`src/sv/i2t_pkg.sv`:
```
// Shared types, constants and the digit-to-ASCII map for the integer to
// hexadecimal and base-11 text block. No dependencies.
`timescale 1ns / 1ps
`default_nettype none

package i2t_pkg;

  localparam int VALUE_BITS_DEF = 31;
  localparam int DIGIT_W        = 4;

  typedef logic [DIGIT_W-1:0] digit_t;
  typedef logic [6:0]         ascii_t;

  localparam ascii_t ASCII_ZERO = 7'h30;
  localparam ascii_t ASCII_A    = 7'h41;
  localparam digit_t RADIX_ELEVEN = 4'd11;
  localparam digit_t DIGIT_TEN    = 4'd10;

  // control word for one base-11 digit cell
  typedef struct packed {
    logic clear;
    logic shift;
    logic dbl;
  } cell_ctl_t;

  function automatic ascii_t digit_char(input digit_t d);
    ascii_t c;
    if (d < DIGIT_TEN) begin
      c = ASCII_ZERO + {3'b000, d};
    end else begin
      c = ASCII_A + {3'b000, d - DIGIT_TEN};
    end
    return c;
  endfunction

endpackage

`default_nettype wire

```
`src/sv/i2t_channels.sv`:
```
// Valid/ready channel interfaces for the input word and the result word.
// Depends on i2t_pkg.
`timescale 1ns / 1ps
`default_nettype none

interface i2t_in_if #(
  parameter int VALUE_BITS = i2t_pkg::VALUE_BITS_DEF
) ();
  logic                  valid;
  logic                  ready;
  logic [VALUE_BITS-1:0] value;

  modport source (output valid, output value, input ready);
  modport sink   (input valid, input value, output ready);
endinterface

interface i2t_out_if ();
  logic                valid;
  logic                ready;
  i2t_pkg::ascii_t     ascii_char;
  logic                radix_is_eleven;
  logic                end_of_number;
  logic                last;

  modport source (output valid, output ascii_char, output radix_is_eleven,
                  output end_of_number, output last, input ready);
  modport sink   (input valid, input ascii_char, input radix_is_eleven,
                  input end_of_number, input last, output ready);
endinterface

`default_nettype wire

```
`src/sv/i2t_b11_cell.sv`:
```
// One base-11 digit cell: clears, or doubles its digit and adds the carry
// from below, or takes the lower neighbour's digit when the row shifts out.
// Depends on i2t_pkg.
`timescale 1ns / 1ps
`default_nettype none

module i2t_b11_cell (
  input  wire logic               clk,
  input  wire i2t_pkg::cell_ctl_t ctl,
  input  wire logic               carry_in,
  input  wire i2t_pkg::digit_t    lower_digit,
  output      i2t_pkg::digit_t    digit,
  output      logic               carry_out
);

  i2t_pkg::digit_t digit_r;
  i2t_pkg::digit_t digit_nxt;
  logic [4:0]      dbl_sum;
  logic [4:0]      dbl_red;

  assign dbl_sum   = {digit_r, carry_in};
  assign carry_out = (dbl_sum >= {1'b0, i2t_pkg::RADIX_ELEVEN});
  assign dbl_red   = dbl_sum - {1'b0, i2t_pkg::RADIX_ELEVEN};
  assign digit     = digit_r;

  always_comb begin
    priority if (ctl.clear) begin
      digit_nxt = '0;
    end else if (ctl.shift) begin
      digit_nxt = lower_digit;
    end else if (ctl.dbl) begin
      digit_nxt = carry_out ? dbl_red[3:0] : dbl_sum[3:0];
    end else begin
      digit_nxt = digit_r;
    end
  end

  always_ff @(posedge clk) begin
    digit_r <= digit_nxt;
  end

endmodule

`default_nettype wire

```
`src/sv/integer_to_hex_and_base11_text_core.sv`:
```
// Top level: integer to hexadecimal then base-11 ASCII text, one char a word.
// Depends on i2t_pkg, i2t_channels (i2t_in_if, i2t_out_if) and i2t_b11_cell.
//
//   channel | dir | payload                                           | per item
//   in_ch   | in  | value [VALUE_BITS-1:0]                            | 1 word
//   out_ch  | out | ascii_char[6:0], radix_is_eleven, end_of_number,  | 2..17 words
//           |     | last                                              |
//
// The idle state takes the word, the value is shifted MSB first through the
// row of base-11 cells at one bit a cycle, then each digit slot, hex first,
// is emitted or skipped as a leading zero.
// in_ch.ready is high only between items. Output stalls hold the emit steps.
// Reset is synchronous and clears the sequencer and the output valid.
`timescale 1ns / 1ps
`default_nettype none

module integer_to_hex_and_base11_text_core #(
  parameter int VALUE_BITS = i2t_pkg::VALUE_BITS_DEF
) (
  input  wire logic  clk,
  input  wire logic  rst_n,
  i2t_in_if.sink     in_ch,
  i2t_out_if.source  out_ch
);

  localparam int HEX_DIGITS = (VALUE_BITS + 3) / 4;
  localparam int HEX_W      = HEX_DIGITS * 4;
  // ceil(VALUE_BITS * log11(2)); no power of 11 is a power of 2
  localparam int B11_DIGITS = (VALUE_BITS * 2890649 + 9999999) / 10000000;
  localparam int MAX_DIGITS = (HEX_DIGITS > B11_DIGITS) ? HEX_DIGITS : B11_DIGITS;
  localparam int BCW        = $clog2(VALUE_BITS);
  localparam int DCW        = $clog2(MAX_DIGITS + 1);

  localparam logic [1:0] S_IDLE = 2'd0;
  localparam logic [1:0] S_CONV = 2'd1;
  localparam logic [1:0] S_HEX  = 2'd2;
  localparam logic [1:0] S_B11  = 2'd3;

  logic [1:0]       state_r,   state_nxt;
  logic [HEX_W-1:0] hex_r,     hex_nxt;
  logic [BCW-1:0]   bcnt_r,    bcnt_nxt;
  logic [DCW-1:0]   dcnt_r,    dcnt_nxt;
  logic             started_r, started_nxt;

  logic             out_valid_r, out_valid_nxt;
  i2t_pkg::ascii_t  out_char_r,  out_char_nxt;
  logic             out_r11_r,   out_r11_nxt;
  logic             out_eon_r,   out_eon_nxt;
  logic             out_last_r,  out_last_nxt;

  i2t_pkg::cell_ctl_t ctl;
  logic               bit_in;
  logic               slot_free;
  logic [3:0]         hex_nib;
  i2t_pkg::digit_t    b11_top;

  i2t_pkg::digit_t    digits [B11_DIGITS];
  logic               carry  [B11_DIGITS+1];

  assign carry[0] = bit_in;

  for (genvar i = 0; i < B11_DIGITS; i++) begin : g_cell
    i2t_pkg::digit_t lower;
    if (i == 0) begin : g_low
      assign lower = '0;
    end else begin : g_mid
      assign lower = digits[i-1];
    end
    i2t_b11_cell u_cell (
      .clk         (clk),
      .ctl         (ctl),
      .carry_in    (carry[i]),
      .lower_digit (lower),
      .digit       (digits[i]),
      .carry_out   (carry[i+1])
    );
  end

  assign hex_nib   = hex_r[HEX_W-1 -: 4];
  assign b11_top   = digits[B11_DIGITS-1];
  assign slot_free = !out_valid_r || out_ch.ready;
  assign bit_in    = hex_r[VALUE_BITS-1];

  assign in_ch.ready            = (state_r == S_IDLE);
  assign out_ch.valid           = out_valid_r;
  assign out_ch.ascii_char      = out_char_r;
  assign out_ch.radix_is_eleven = out_r11_r;
  assign out_ch.end_of_number   = out_eon_r;
  assign out_ch.last            = out_last_r;

  always_comb begin
    state_nxt     = state_r;
    hex_nxt       = hex_r;
    bcnt_nxt      = bcnt_r;
    dcnt_nxt      = dcnt_r;
    started_nxt   = started_r;
    out_valid_nxt = out_valid_r && !out_ch.ready;
    out_char_nxt  = out_char_r;
    out_r11_nxt   = out_r11_r;
    out_eon_nxt   = out_eon_r;
    out_last_nxt  = out_last_r;
    ctl           = '0;

    unique case (state_r)
      S_IDLE: begin
        if (in_ch.valid) begin
          hex_nxt   = HEX_W'(in_ch.value);
          bcnt_nxt  = '0;
          ctl.clear = 1'b1;
          state_nxt = S_CONV;
        end
      end
      S_CONV: begin
        // rotate so the value is back in place after VALUE_BITS steps
        ctl.dbl  = 1'b1;
        hex_nxt[VALUE_BITS-1:0] = {hex_r[VALUE_BITS-2:0], hex_r[VALUE_BITS-1]};
        bcnt_nxt = bcnt_r + BCW'(1);
        if (bcnt_r == BCW'(VALUE_BITS - 1)) begin
          dcnt_nxt    = DCW'(HEX_DIGITS);
          started_nxt = 1'b0;
          state_nxt   = S_HEX;
        end
      end
      S_HEX: begin
        if (!started_r && hex_nib == 4'd0 && dcnt_r != DCW'(1)) begin
          hex_nxt  = hex_r << 4;
          dcnt_nxt = dcnt_r - DCW'(1);
        end else if (slot_free) begin
          out_valid_nxt = 1'b1;
          out_char_nxt  = i2t_pkg::digit_char(hex_nib);
          out_r11_nxt   = 1'b0;
          out_eon_nxt   = (dcnt_r == DCW'(1));
          out_last_nxt  = 1'b0;
          hex_nxt       = hex_r << 4;
          dcnt_nxt      = dcnt_r - DCW'(1);
          started_nxt   = 1'b1;
          if (dcnt_r == DCW'(1)) begin
            dcnt_nxt    = DCW'(B11_DIGITS);
            started_nxt = 1'b0;
            state_nxt   = S_B11;
          end
        end
      end
      S_B11: begin
        if (!started_r && b11_top == '0 && dcnt_r != DCW'(1)) begin
          ctl.shift = 1'b1;
          dcnt_nxt  = dcnt_r - DCW'(1);
        end else if (slot_free) begin
          out_valid_nxt = 1'b1;
          out_char_nxt  = i2t_pkg::digit_char(b11_top);
          out_r11_nxt   = 1'b1;
          out_eon_nxt   = (dcnt_r == DCW'(1));
          out_last_nxt  = (dcnt_r == DCW'(1));
          ctl.shift     = 1'b1;
          dcnt_nxt      = dcnt_r - DCW'(1);
          started_nxt   = 1'b1;
          if (dcnt_r == DCW'(1)) begin
            state_nxt = S_IDLE;
          end
        end
      end
      default: begin
        state_nxt = S_IDLE;
      end
    endcase
  end

  always_ff @(posedge clk) begin
    if (!rst_n) begin
      state_r     <= S_IDLE;
      out_valid_r <= 1'b0;
    end else begin
      state_r     <= state_nxt;
      out_valid_r <= out_valid_nxt;
    end
  end

  always_ff @(posedge clk) begin
    hex_r      <= hex_nxt;
    bcnt_r     <= bcnt_nxt;
    dcnt_r     <= dcnt_nxt;
    started_r  <= started_nxt;
    out_char_r <= out_char_nxt;
    out_r11_r  <= out_r11_nxt;
    out_eon_r  <= out_eon_nxt;
    out_last_r <= out_last_nxt;
  end

  // the cell row is wide enough: nothing carries out of the top digit
  a_no_overflow: assert property (@(posedge clk) disable iff (!rst_n)
    state_r == S_CONV |-> !carry[B11_DIGITS])
    else $error("base-11 row overflow");

  a_last_closes_b11: assert property (@(posedge clk) disable iff (!rst_n)
    out_valid_r && out_last_r |-> out_eon_r && out_r11_r)
    else $error("last word not at end of base-11 string");

  a_b11_range: assert property (@(posedge clk) disable iff (!rst_n)
    out_valid_r && out_r11_r |-> out_char_r <= i2t_pkg::ASCII_A)
    else $error("base-11 digit out of range");

  a_accept_starts: assert property (@(posedge clk) disable iff (!rst_n)
    in_ch.valid && in_ch.ready |=> state_r == S_CONV && bcnt_r == '0)
    else $error("accepted word did not start conversion");

endmodule

`default_nettype wire

```
`src/flat_wrapper.sv`:
```
// flat-port wrapper written by rule: the top's interface ports become plain ports
module integer_to_hex_and_base11_text_core_flat 
#(
  parameter int VALUE_BITS = i2t_pkg::VALUE_BITS_DEF
)
  (clk, rst_n, in_ch_valid, in_ch_value, in_ch_ready, out_ch_valid, out_ch_ascii_char, out_ch_radix_is_eleven, out_ch_end_of_number, out_ch_last, out_ch_ready);
  i2t_in_if #(.VALUE_BITS(VALUE_BITS)) in_ch_i ();
  i2t_out_if out_ch_i ();
  input  wire logic clk;
  input  wire logic rst_n;
  input wire logic [$bits(in_ch_i.valid)-1:0] in_ch_valid;
  input wire logic [$bits(in_ch_i.value)-1:0] in_ch_value;
  output wire logic [$bits(in_ch_i.ready)-1:0] in_ch_ready;
  output wire logic [$bits(out_ch_i.valid)-1:0] out_ch_valid;
  output wire logic [$bits(out_ch_i.ascii_char)-1:0] out_ch_ascii_char;
  output wire logic [$bits(out_ch_i.radix_is_eleven)-1:0] out_ch_radix_is_eleven;
  output wire logic [$bits(out_ch_i.end_of_number)-1:0] out_ch_end_of_number;
  output wire logic [$bits(out_ch_i.last)-1:0] out_ch_last;
  input wire logic [$bits(out_ch_i.ready)-1:0] out_ch_ready;
  assign in_ch_i.valid = in_ch_valid;
  assign in_ch_i.value = in_ch_value;
  assign in_ch_ready = in_ch_i.ready;
  assign out_ch_valid = out_ch_i.valid;
  assign out_ch_ascii_char = out_ch_i.ascii_char;
  assign out_ch_radix_is_eleven = out_ch_i.radix_is_eleven;
  assign out_ch_end_of_number = out_ch_i.end_of_number;
  assign out_ch_last = out_ch_i.last;
  assign out_ch_i.ready = out_ch_ready;
  integer_to_hex_and_base11_text_core #(.VALUE_BITS(VALUE_BITS)) u_core (.clk(clk), .rst_n(rst_n), .in_ch(in_ch_i), .out_ch(out_ch_i));
endmodule
```
`config.mk`:
```
export PLATFORM = sky130hd
export DESIGN_NAME = integer_to_hex_and_base11_text_core_flat
export DESIGN_NICKNAME = d
export VERILOG_FILES = /design/src/sv/i2t_pkg.sv /design/src/sv/i2t_channels.sv /design/src/sv/i2t_b11_cell.sv /design/src/sv/integer_to_hex_and_base11_text_core.sv /design/src/flat_wrapper.sv
export SDC_FILE = /design/constraint.sdc
export NUM_CORES = 1
export LEC_CHECK = 0
export BUFFER_PORTS_ARGS = -buffer_cell sky130_fd_sc_hd__buf_4
export CAP_MARGIN = 20
export CELL_PAD_IN_SITES_DETAIL_PLACEMENT = 2
export CELL_PAD_IN_SITES_GLOBAL_PLACEMENT = 2
export CORE_MARGIN = 1
export CORE_UTILIZATION = 40
export DETAILED_ROUTE_END_ITERATION = 6
export HOLD_SLACK_MARGIN = 0.12
export PLACE_DENSITY_LB_ADDON = 0.15
export SYNTH_ARGS = -nofsm -noshare
export SYNTH_HDL_FRONTEND = slang
export SYNTH_SLANG_ARGS = --single-unit
```
`constraint.sdc`:
```
create_clock -name clk -period 14.4 [get_ports clk]
set_input_delay 2.16 -clock clk [delete_from_list [all_inputs] [get_ports clk]]
set_output_delay 2.16 -clock clk [all_outputs]
set_load 0.01 [all_outputs]
```
==> impl_metrics.json, run 1 <==
{
  "ir_drop_uv": 98.43,
  "combPwrFrac": 0.484,
  "worstSetupPathType": "reg -> reg",
  "fin_crit_sh": 0.7511,
  "worstSetupEndpointType": "register",
  "drv_cap": 0,
  "dieArea_um2": 14270,
  "fillers": 1495,
  "synth_top_family_by_area": "compound AO/OA/AOI/OAI gates",
  "overflow": 0,
  "ant_nets": 0,
  "finalCriticalPeriod_ps": 10820,
  "postCtsSetupBuffers": 0,
  "crit_top_cell": "ha_1",
  "portBuffers": 46,
  "routed_wl_um": 16570,
  "synth_top_cell_area_share": 0.2830,
  "fp.dieH_um": 119.5,
  "core.rowCount": 42,
  "grt_pass1_wl_um": 27040,
  "die_x_um": 119.5,
  "avgViaCountPerCell": 5.926,
  "power_density_nw_per_um2": 254.2,
  "synth-seq-cells": 91,
  "synth_edf_count": 52,
  "cts_resized": 0,
  "muxShareOfSynthArea": 0.02222,
  "synth_area_leaders": "edfxtp_1, dfxtp_1, a21oi_1",
  "power_switching_w": 0.0007252,
  "antennaDiodeCount": 0,
  "power.leakage_nw": 2.293,
  "p_seq_frac": 0.374,
  "drive_above_1_share": 0.1216,
  "slew_viol_final": 0,
  "cts-root-buf": "clkbuf_16",
  "drcViolationCount": 0,
  "clock_sinks": 91,
  "yosys_warnings": 0,
  "syn_area_um2": 5518,
  "critPathSlowestCell": "edfxtp_1",
  "max_clock_freq_mhz": 92.46,
  "cp-start-kind": "register",
  "cts_buffers": 9,
  "ys_seq_area_frac": 0.4245,
  "tightest_slew_ps": 1052,
  "yosys.cell_types.count": 62,
  "yosys.area_share.simple": 0.1472,
  "first_iter_violations": 247,
  "wire_per_inst_um": 19.86,
  "grt_max_degree": 94,
  "synth_common_cells": "nor2_1, a21oi_1, edfxtp_1, o21ai_0, nand2_1",
  "setup_viol": 0,
  "synth_xor_xnor_area_share": 0.02381,
  "syn_inst": 634,
  "hold_viol": 0,
  "p_int_w": 0.0008557,
  "track_usage": 0.2412,
  "swShare": 0.4587,
  "max-clock-path-buffers": 2,
  "grt_antenna_before_repair": 0,
  "place.gp.congestion": 0.7928,
  "post-route-util": 0.4660,
  "ctsHoldBuffers": 0,
  "clk_pin_slew_ps": 70,
  "required_ps": 14640,
  "vias": 4942,
  "post-dp-hpwl_um": 11320,
  "outcome": "finished clean",
  "area_growth_pct": 12.72,
  "rsz0062_at_grt": "false",
  "initial_core_util": 0.4134,
  "synth.most_common_cell": "nor2_1",
  "synthesis.nets": 693,
  "drtPass1Iterations": 4,
  "maxSlewHeadroom": 0.2990,
  "clock_latency_ps": 360,
  "yosysTopAreaCell": "edfxtp_1",
  "cts_tree": "yes",
  "max_stage_delay_ps": 540,
  "async_flop_share": 0,
  "hold_path_class": "reg -> reg",
  "crit_fanout": 11,
  "grt_pass1_vias": 5326,
  "core_um2": 13350,
  "synth_fa_ha_area_frac": 0.05442,
  "io_pins": 47,
  "crit_arrival_ps": 11060,
  "htreeDepth": 3,
  "setup_tns_ps": 0,
  "avgSynthCellArea_um2": 8.703,
  "synth_ff_type": "edfxtp_1",
  "synth_compound_area_frac": 0.2766,
  "fin_worst_skew_ps": 8.330,
  "layout.nets": 712,
  "power_frac_clock": 0.142
}
power groups by stage:
stage | combinational (W) | clock, W | sequential [W]
after CTS | 0.000773 | 0.000229 | 0.000591
final | 0.000764 | 0.000225 | 0.000591
after global placement | 0.000707 | 0 | 0.000579
after global routing | 0.000850 | 0.000236 | 0.000610
after detailed placement | 0.000759 | 0 | 0.000595
after floorplan | 0.000573 | 0 | 0.000538
layout make-up:
| class | count | area, µm² | share of cell area |
|---|---|---|---|
| inverter | 24 | 90.09 | 0.01448 |
| timing repair buffer | 52 | 390.4 | 0.06276 |
| tap | 176 | 220.2 | 0.03541 |
| multi-input combinational | 475 | 2905 | 0.4671 |
| clock buffer | 10 | 229.0 | 0.03681 |
| sequential | 91 | 2342 | 0.3766 |
| clock inverter | 6 | 42.54 | 0.006840 |
flip-flops by register name (all words and copies together) (netlist names):
| name | cells |
|---|---|
| u_core.g_cell.u_cell.digit | 36 |
| u_core.out_ch.end_of_number | 1 |
| u_core.out_ch.ascii_char | 7 |
| u_core.out_ch.last | 1 |
| u_core.started_r | 1 |
| u_core.state_r | 2 |
| u_core.dcnt_r | 4 |
| u_core.hex_r | 32 |
| u_core.out_ch.radix_is_eleven | 1 |
| u_core.out_ch.valid | 1 |
| u_core.bcnt_r | 5 |
logic make-up after synthesis:
kind of cell / after synthesis
mux: 12
fa+ha+maj: 24
flops: 91
xor+xnor: 15
compound gates: 242
buf+inv: 68
simple gates: 182
cell usage in the layout (no fill, tap or decap), types with 11 or more instances in the layout:
master,count
nor2_1,84
a21oi_1,80
o21ai_0,52
buf_4,52
edfxtp_1,52
nand2_1,46
dfxtp_1,39
a22oi_1,29
inv_1,23
ha_1,22
nand3_1,17
a31oi_1,11
worst max-delay path: cells and delay by family (launching register included):
| kind | cells | cell delay (ps) |
|---|---|---|
| flops | 1 | 540 |
| compound gates | 21 | 5810 |
| simple gates | 4 | 780 |
| fa+ha+maj | 9 | 2520 |
| mux | 1 | 140 |
| buf+inv | 6 | 880 |
through the flow:
| step | power (W) | worst slack (ps) | hold WS [ps] | instance area, µm² | instances |
|---|---|---|---|---|---|
| global route | 0.001697 | 2846 | 581.7 | 6220 | 834 |
| CTS | 0.001592 | 3576 | 553.7 | 6220 | 834 |
| finish | 0.001581 | 3584 | 558.9 | 6220 | 834 |
| floorplan | 0.001111 | 5480 | 460.6 | 5518 | 634 |
| global placement | 0.001286 | 4598 | 504.4 | 5948 | 818 |
| detailed placement | 0.001354 | 3795 | 534.7 | 5948 | 818 |
worst paths after layout:
path                                         start                               end  slack (ps)  cells after the start
hold / removal    u_core.g_cell[5].u_cell.digit[1]  u_core.g_cell[6].u_cell.digit[1]         560                      2
hold reg to reg   u_core.g_cell[5].u_cell.digit[1]  u_core.g_cell[6].u_cell.digit[1]         560                      2
setup reg to reg                  u_core.hex_r[30]  u_core.g_cell[8].u_cell.digit[1]        3580                     41
setup / recovery                  u_core.hex_r[30]  u_core.g_cell[8].u_cell.digit[1]        3580                     41
per-layer routing:
layer	routed length, µm	global-route usage	up-vias	share of wire
met2	8604	0.4346	62	0.52
met1	7276	0.2897	2495	0.44
met5	0	0	-	0
met4	356	0.09531	0	0.021
li1	-	-	2367	-
met3	330	0.02874	18	0.020
Power figures use the tool's default switching activity.
==> inputs of run 2 (changes only) <==
Settings changed: ABC_AREA set to 1, CORE_UTILIZATION 40 to 36.
Clock period 14.4 ns to 10.1 ns, I/O delays scaled along.
==> run 2 against run 1 <==
Synthesized cell count is 4.7% higher. Routed wire length is 3.8% lower. Final cell count is 6.8% higher. Non-clock buffer count is 2 lower. Clock skew hardly changed. Register-to-register slack better by 1100 ps. Setup slack better by 1100 ps. Via count is 4.5% lower. Utilization is 4.0 points lower. Combinational power is 12% lower. Largest cell class unchanged. Largest power group unchanged. Highest routed layer unchanged.
==> impl_metrics.json, run 2 <==
{
  "clock_latency_ps": 350,
  "drive_above_1_share": 0.1245,
  "synth_edf_count": 52,
  "layout.nets": 761,
  "synth_top_cell_area_share": 0.2872,
  "place.gp.congestion": 0.7747,
  "largest_reg_flops": 36,
  "r2r-start": "u_core.hex_r[30]",
  "setup_tns_ps": 0,
  "avgViaCountPerCell": 5.295,
  "htreeDepth": 3,
  "ir_drop_uv": 164.1,
  "synth_common_cells": "nand2_1, inv_1, edfxtp_1, nor2_1, dfxtp_1",
  "overflow": 0,
  "cp-start-kind": "register",
  "ant_nets": 0,
  "synth.most_common_cell": "nand2_1",
  "antennaDiodeCount": 0,
  "drcViolationCount": 0,
  "p_int_w": 0.0009562,
  "startpoint": "u_core.hex_r[30]",
  "crit_fanout": 7,
  "grt_pass1_vias": 5297,
  "first_iter_violations": 154,
  "finalCriticalPeriod_ps": 5431,
  "max_clock_freq_mhz": 184.1,
  "p_seq_frac": 0.396,
  "routed_wl_um": 15940,
  "ctsHoldBuffers": 0,
  "worstSetupEndpointType": "register",
  "drv_cap": 0,
  "grt_antenna_before_repair": 0,
  "ys_seq_area_frac": 0.4307,
  "area_growth_pct": 14.77,
  "power_density_nw_per_um2": 263.9,
  "dieArea_um2": 15600,
  "crit_arrival_ps": 5710,
  "async_flop_share": 0,
  "required_ps": 10380,
  "fp.dieH_um": 124.9,
  "hold_viol": 0,
  "power_frac_clock": 0.197,
  "synth_area_leaders": "edfxtp_1, dfxtp_1, nand2_1",
  "clk_pin_slew_ps": 70,
  "cts_resized": 0,
  "vias": 4718,
  "final_cell_mix": "nand2_1, inv_1, edfxtp_1",
  "syn_inst": 664,
  "core.rowCount": 44,
  "cts_tree": "yes",
  "wire_per_inst_um": 17.89,
  "synthesis.nets": 723,
  "power_switching_w": 0.0006910,
  "total_power_w": 0.001647,
  "yosys.cell_types.count": 32,
  "cts_buffers": 9,
  "setup_viol": 0,
  "max-clock-path-buffers": 2,
  "hp-start": "u_core.g_cell[3].u_cell.digit[0]",
  "grt_max_degree": 34,
  "outcome": "finished clean",
  "yosys_warnings": 0,
  "initial_core_util": 0.3713,
  "hold_path_class": "reg -> reg",
  "rsz0062_at_grt": "false",
  "avgSynthCellArea_um2": 8.189,
  "yosysTopAreaCell": "edfxtp_1",
  "worstSetupPathType": "reg -> reg",
  "grt_pass1_wl_um": 26990,
  "track_usage": 0.2183,
  "synth_ff_type": "edfxtp_1",
  "max_stage_delay_ps": 440,
  "synth-seq-cells": 91,
  "clock_sinks": 91,
  "die_x_um": 124.9,
  "swShare": 0.4195,
  "power.leakage_nw": 2.693,
  "post-dp-hpwl_um": 11540,
  "fin_crit_sh": 0.5377,
  "layout_commonest_cell": "nand2_1",
  "combPwrFrac": 0.407,
  "drtPass1Iterations": 4,
  "tightest_slew_ps": 1031,
  "postCtsSetupBuffers": 0,
  "cts-root-buf": "clkbuf_16",
  "io_pins": 47,
  "fin_worst_skew_ps": 8.323,
  "critPathSlowestCell": "edfxtp_1",
  "slew_viol_final": 0,
  "syn_area_um2": 5438,
  "core_um2": 14640,
  "portBuffers": 46,
  "maxSlewHeadroom": 0.3108
}
run 2: cell count changes after synthesis, sizes merged, moves of 13 or more:
cell / previous run / this run
nand2: 46 / 168
inv: 23 / 100
nor2: 84 / 40
a21oi: 82 / 39
o21ai: 58 / 27
a22oi: 29 / 0
o221ai: 0 / 26
nand3: 17 / 35
clkbuf: 39 / 22
a31oi: 11 / 27
xor2: 7 / 20
run 2: metrics by stage:
| stage | hold WS, ps | setup slack (ps) | instances | util | instance area [µm²] |
|---|---|---|---|---|---|
| after floorplan | 474.7 | 5261 | 664 | - | 5438 |
| after global routing | 557.8 | 4249 | 891 | 0.4262 | 6241 |
| after global placement | 503.4 | 5011 | 875 | 0.4076 | 5969 |
| after detailed placement | 528.7 | 4646 | 875 | 0.4076 | 5969 |
| after CTS | 539.9 | 4593 | 891 | 0.4262 | 6241 |
| final | 532.8 | 4669 | 891 | 0.4262 | 6241 |
run 2: cell families after synthesis:
logic type / share of synthesized area
AOI/OAI and AO/OA: 0.1572
xor gates and xnor gates: 0.04027
adders and majority gates: 0.05522
buffers and inverters: 0.08721
DFF: 0.4307
and+or+nand+nor: 0.2294
run 2: power groups by stage:
stage | logic (W) | registers (W) | clock network [W]
after floorplan | 0.000445 | 0.000647 | 0
after global placement | 0.000639 | 0.000650 | 0
after detailed placement | 0.000676 | 0.000661 | 0
after CTS | 0.000684 | 0.000655 | 0.000335
after global routing | 0.000755 | 0.000668 | 0.000346
final | 0.000670 | 0.000653 | 0.000324
run 2: area by class of cell:
type	count	area (µm²)
clock buffers	11	232.7
clock inverters	5	38.79
fillers	1625	8403
inverters	102	382.9
multi-input cells	448	2639
flip-flops and latches	91	2342
well taps	184	230.2
repair buffers	50	375.4
run 2: final timing paths:
path	to	cells after the start	slack, ps
hold / removal	u_core.g_cell[3].u_cell.digit[0]	2	530
setup reg to reg	u_core.g_cell[8].u_cell.digit[0]	30	4670
hold reg to reg	u_core.g_cell[3].u_cell.digit[0]	2	530
setup / recovery	u_core.g_cell[8].u_cell.digit[0]	30	4670
run 2: worst max-delay path: cells and delay by family, from the launching register on:
kind | cells | cell delay, ps
AO/OA/AOI/OAI | 1 | 140
adder cells (fa/ha/maj) | 9 | 2110
flip-flops | 1 | 440
AND/OR/NAND/NOR | 20 | 2650
run 2: metal layers:
metal	part of all wire	GRT usage
met4	0.0068	0.04448
met2	0.53	0.4048
met5	0	0
met1	0.44	0.2581
met3	0.025	0.04725
==> inputs of run 3 (changes only) <==
Clock period 10.1 ns to 5.35 ns, I/O delays scaled along.
==> run 3 against run 2 <==
Critical path depth up 1. Clock-buffer cell count down 2. Via count up 0.93%. Routed wire length down 0.79%. Total power up 93%. Critical path type unchanged. Largest cell class unchanged. Largest power group unchanged.
==> impl_metrics.json, run 3 (synthesis gave the netlist of run 2 again) <==
{
  "dieArea_um2": 15600,
  "overflow": 0,
  "rsz0062_at_grt": "false",
  "maxSlewHeadroom": 0.3416,
  "wire_per_inst_um": 17.65,
  "antennaDiodeCount": 0,
  "setup_viol": 0,
  "drive_above_1_share": 0.1447,
  "crit_family": "simple AND/OR/NAND/NOR gates",
  "min_path_cells": 2,
  "outcome": "finished clean",
  "cp-start-kind": "register",
  "post-dp-hpwl_um": 11240,
  "htreeDepth": 3,
  "fin_crit_sh": 0.9243,
  "max_stage_delay_ps": 440,
  "timing.final.ws_setup_ps": 404.9,
  "cts_buffers": 9,
  "clock_latency_ps": 350,
  "swShare": 0.4122,
  "fp.dieH_um": 124.9,
  "cp.depth": 31,
  "p_seq_frac": 0.385,
  "slew_viol_final": 0,
  "max-clock-path-buffers": 2,
  "fillers": 1628,
  "portBuffers": 46,
  "power_switching_w": 0.001314,
  "layout_commonest_cell": "nand2_1",
  "crit_fanout": 7,
  "initial_core_util": 0.3713,
  "drcViolationCount": 0,
  "hold_viol": 0,
  "crit_arrival_ps": 5170,
  "ant_nets": 0,
  "power.leakage_nw": 2.726,
  "power_density_nw_per_um2": 500.4,
  "core.rowCount": 44,
  "die_x_um": 124.9,
  "grt_antenna_before_repair": 0,
  "largest_reg_flops": 36,
  "finalCriticalPeriod_ps": 4945,
  "ctsHoldBuffers": 0,
  "tightest_slew_ps": 986.5,
  "layout.nets": 766,
  "track_usage": 0.2152,
  "cts_tree": "yes",
  "vias": 4762,
  "combPwrFrac": 0.406,
  "first_iter_violations": 139,
  "pre_cts_slack_ps": -32.76,
  "routed_wl_um": 15820,
  "worstSetupPathType": "reg -> reg",
  "area_growth_pct": 17.10,
  "crit_top_cell": "nand3_4",
  "placedInstanceArea_um2": 5977,
  "design_area_um2": 6367,
  "cp.buffers_inverters": 1,
  "avgViaCountPerCell": 5.315,
  "place.gp.congestion": 0.7835,
  "clock_sinks": 91,
  "hold_path_class": "reg -> reg",
  "drtPass1Iterations": 4,
  "grt_max_degree": 34,
  "required_ps": 5580,
  "critPathSlowestCell": "edfxtp_1",
  "r2r_cells": 31,
  "worstSetupEndpointType": "register",
  "final_cell_mix": "nand2_1, inv_1, buf_4",
  "max_clock_freq_mhz": 202.2,
  "core_um2": 14640,
  "drv_cap": 0,
  "grt_pass1_vias": 5390,
  "fin_worst_skew_ps": 12.07,
  "io_pins": 47,
  "p_int_w": 0.001873,
  "ir_drop_uv": 289.5,
  "clk_pin_slew_ps": 70,
  "grt_pass1_wl_um": 26870,
  "power_frac_clock": 0.210,
  "cts-root-buf": "clkbuf_16"
}
run 3: cell count changes in the layout (fill, tap and decap cells not counted), sizes merged:
cell | previous run | this run
clkbuf | 11 | 9
bufinv | 0 | 1
inv | 101 | 103
clkinv | 5 | 4
buf | 50 | 55
run 3: repair_timing:
item,CTS,global route
gates resized for setup,1,9
pin swaps,0,1
setup endpoints to repair,4,7
buffers inserted,0,3
run 3: power by group through the flow:
stage,clock network [W],registers [W],logic [W]
6_report,0.000668,0.00123,0.00129
5_1_grt,0.000716,0.00125,0.00146
4_1_cts,0.000690,0.00123,0.00130
3_5_place_dp,0,0.00124,0.00128
3_3_place_gp,0,0.00123,0.00121
2_1_floorplan,0,0.00122,0.000840
run 3: metal layers:
metal / global-route usage / share of wire / vias up
met5: 0 / 0 / -
met4: 0.06456 / 0.012 / 0
met3: 0.04038 / 0.025 / 20
met2: 0.4005 / 0.53 / 52
met1: 0.2492 / 0.44 / 2341
li1: - / - / 2349
run 3: path summary, 6_finish.rpt:
path                                     from                          endpoint  slack [ps]
max                          u_core.hex_r[30]  u_core.g_cell[8].u_cell.digit[3]         400
min          u_core.g_cell[1].u_cell.digit[3]  u_core.g_cell[1].u_cell.digit[3]         530
max reg2reg                  u_core.hex_r[30]  u_core.g_cell[8].u_cell.digit[3]         400
min reg2reg  u_core.g_cell[1].u_cell.digit[3]  u_core.g_cell[1].u_cell.digit[3]         530
run 3: stage by stage:
step                  util  hold WS, ps  total power (W)  std cells  TNS (ps)
floorplan                -        474.7         0.002061        664         0
global placement    0.4082        502.3         0.002437        876         0
detailed placement  0.4082        519.7         0.002522        876    -41.13
CTS                 0.4290        535.0         0.003215        892         0
global route        0.4348        563.3         0.003429        896         0
finish              0.4348        529.0         0.003186        896         0
run 3: worst register-to-register path: cells and delay by family (launching register included):
| kind | cells | cell delay, ps |
|---|---|---|
| AO/OA/AOI/OAI | 1 | 50 |
| adder cells (fa/ha/maj) | 9 | 1950 |
| buffers and inverters | 1 | 40 |
| flip-flops | 1 | 440 |
| AND/OR/NAND/NOR | 20 | 2340 |
run 3: area by class of cell:
type                            instances  area, µm²  area share
Inverter                              102      382.9     0.06013
Timing Repair Buffer                   55      432.9     0.06799
Clock inverter                          7      75.07     0.01179
Multi-Input combinational cell        448       2679      0.4207
Tap cell                              184      230.2     0.03616
Sequential cell                        91       2342      0.3679
Clock buffer                            9      225.2     0.03537
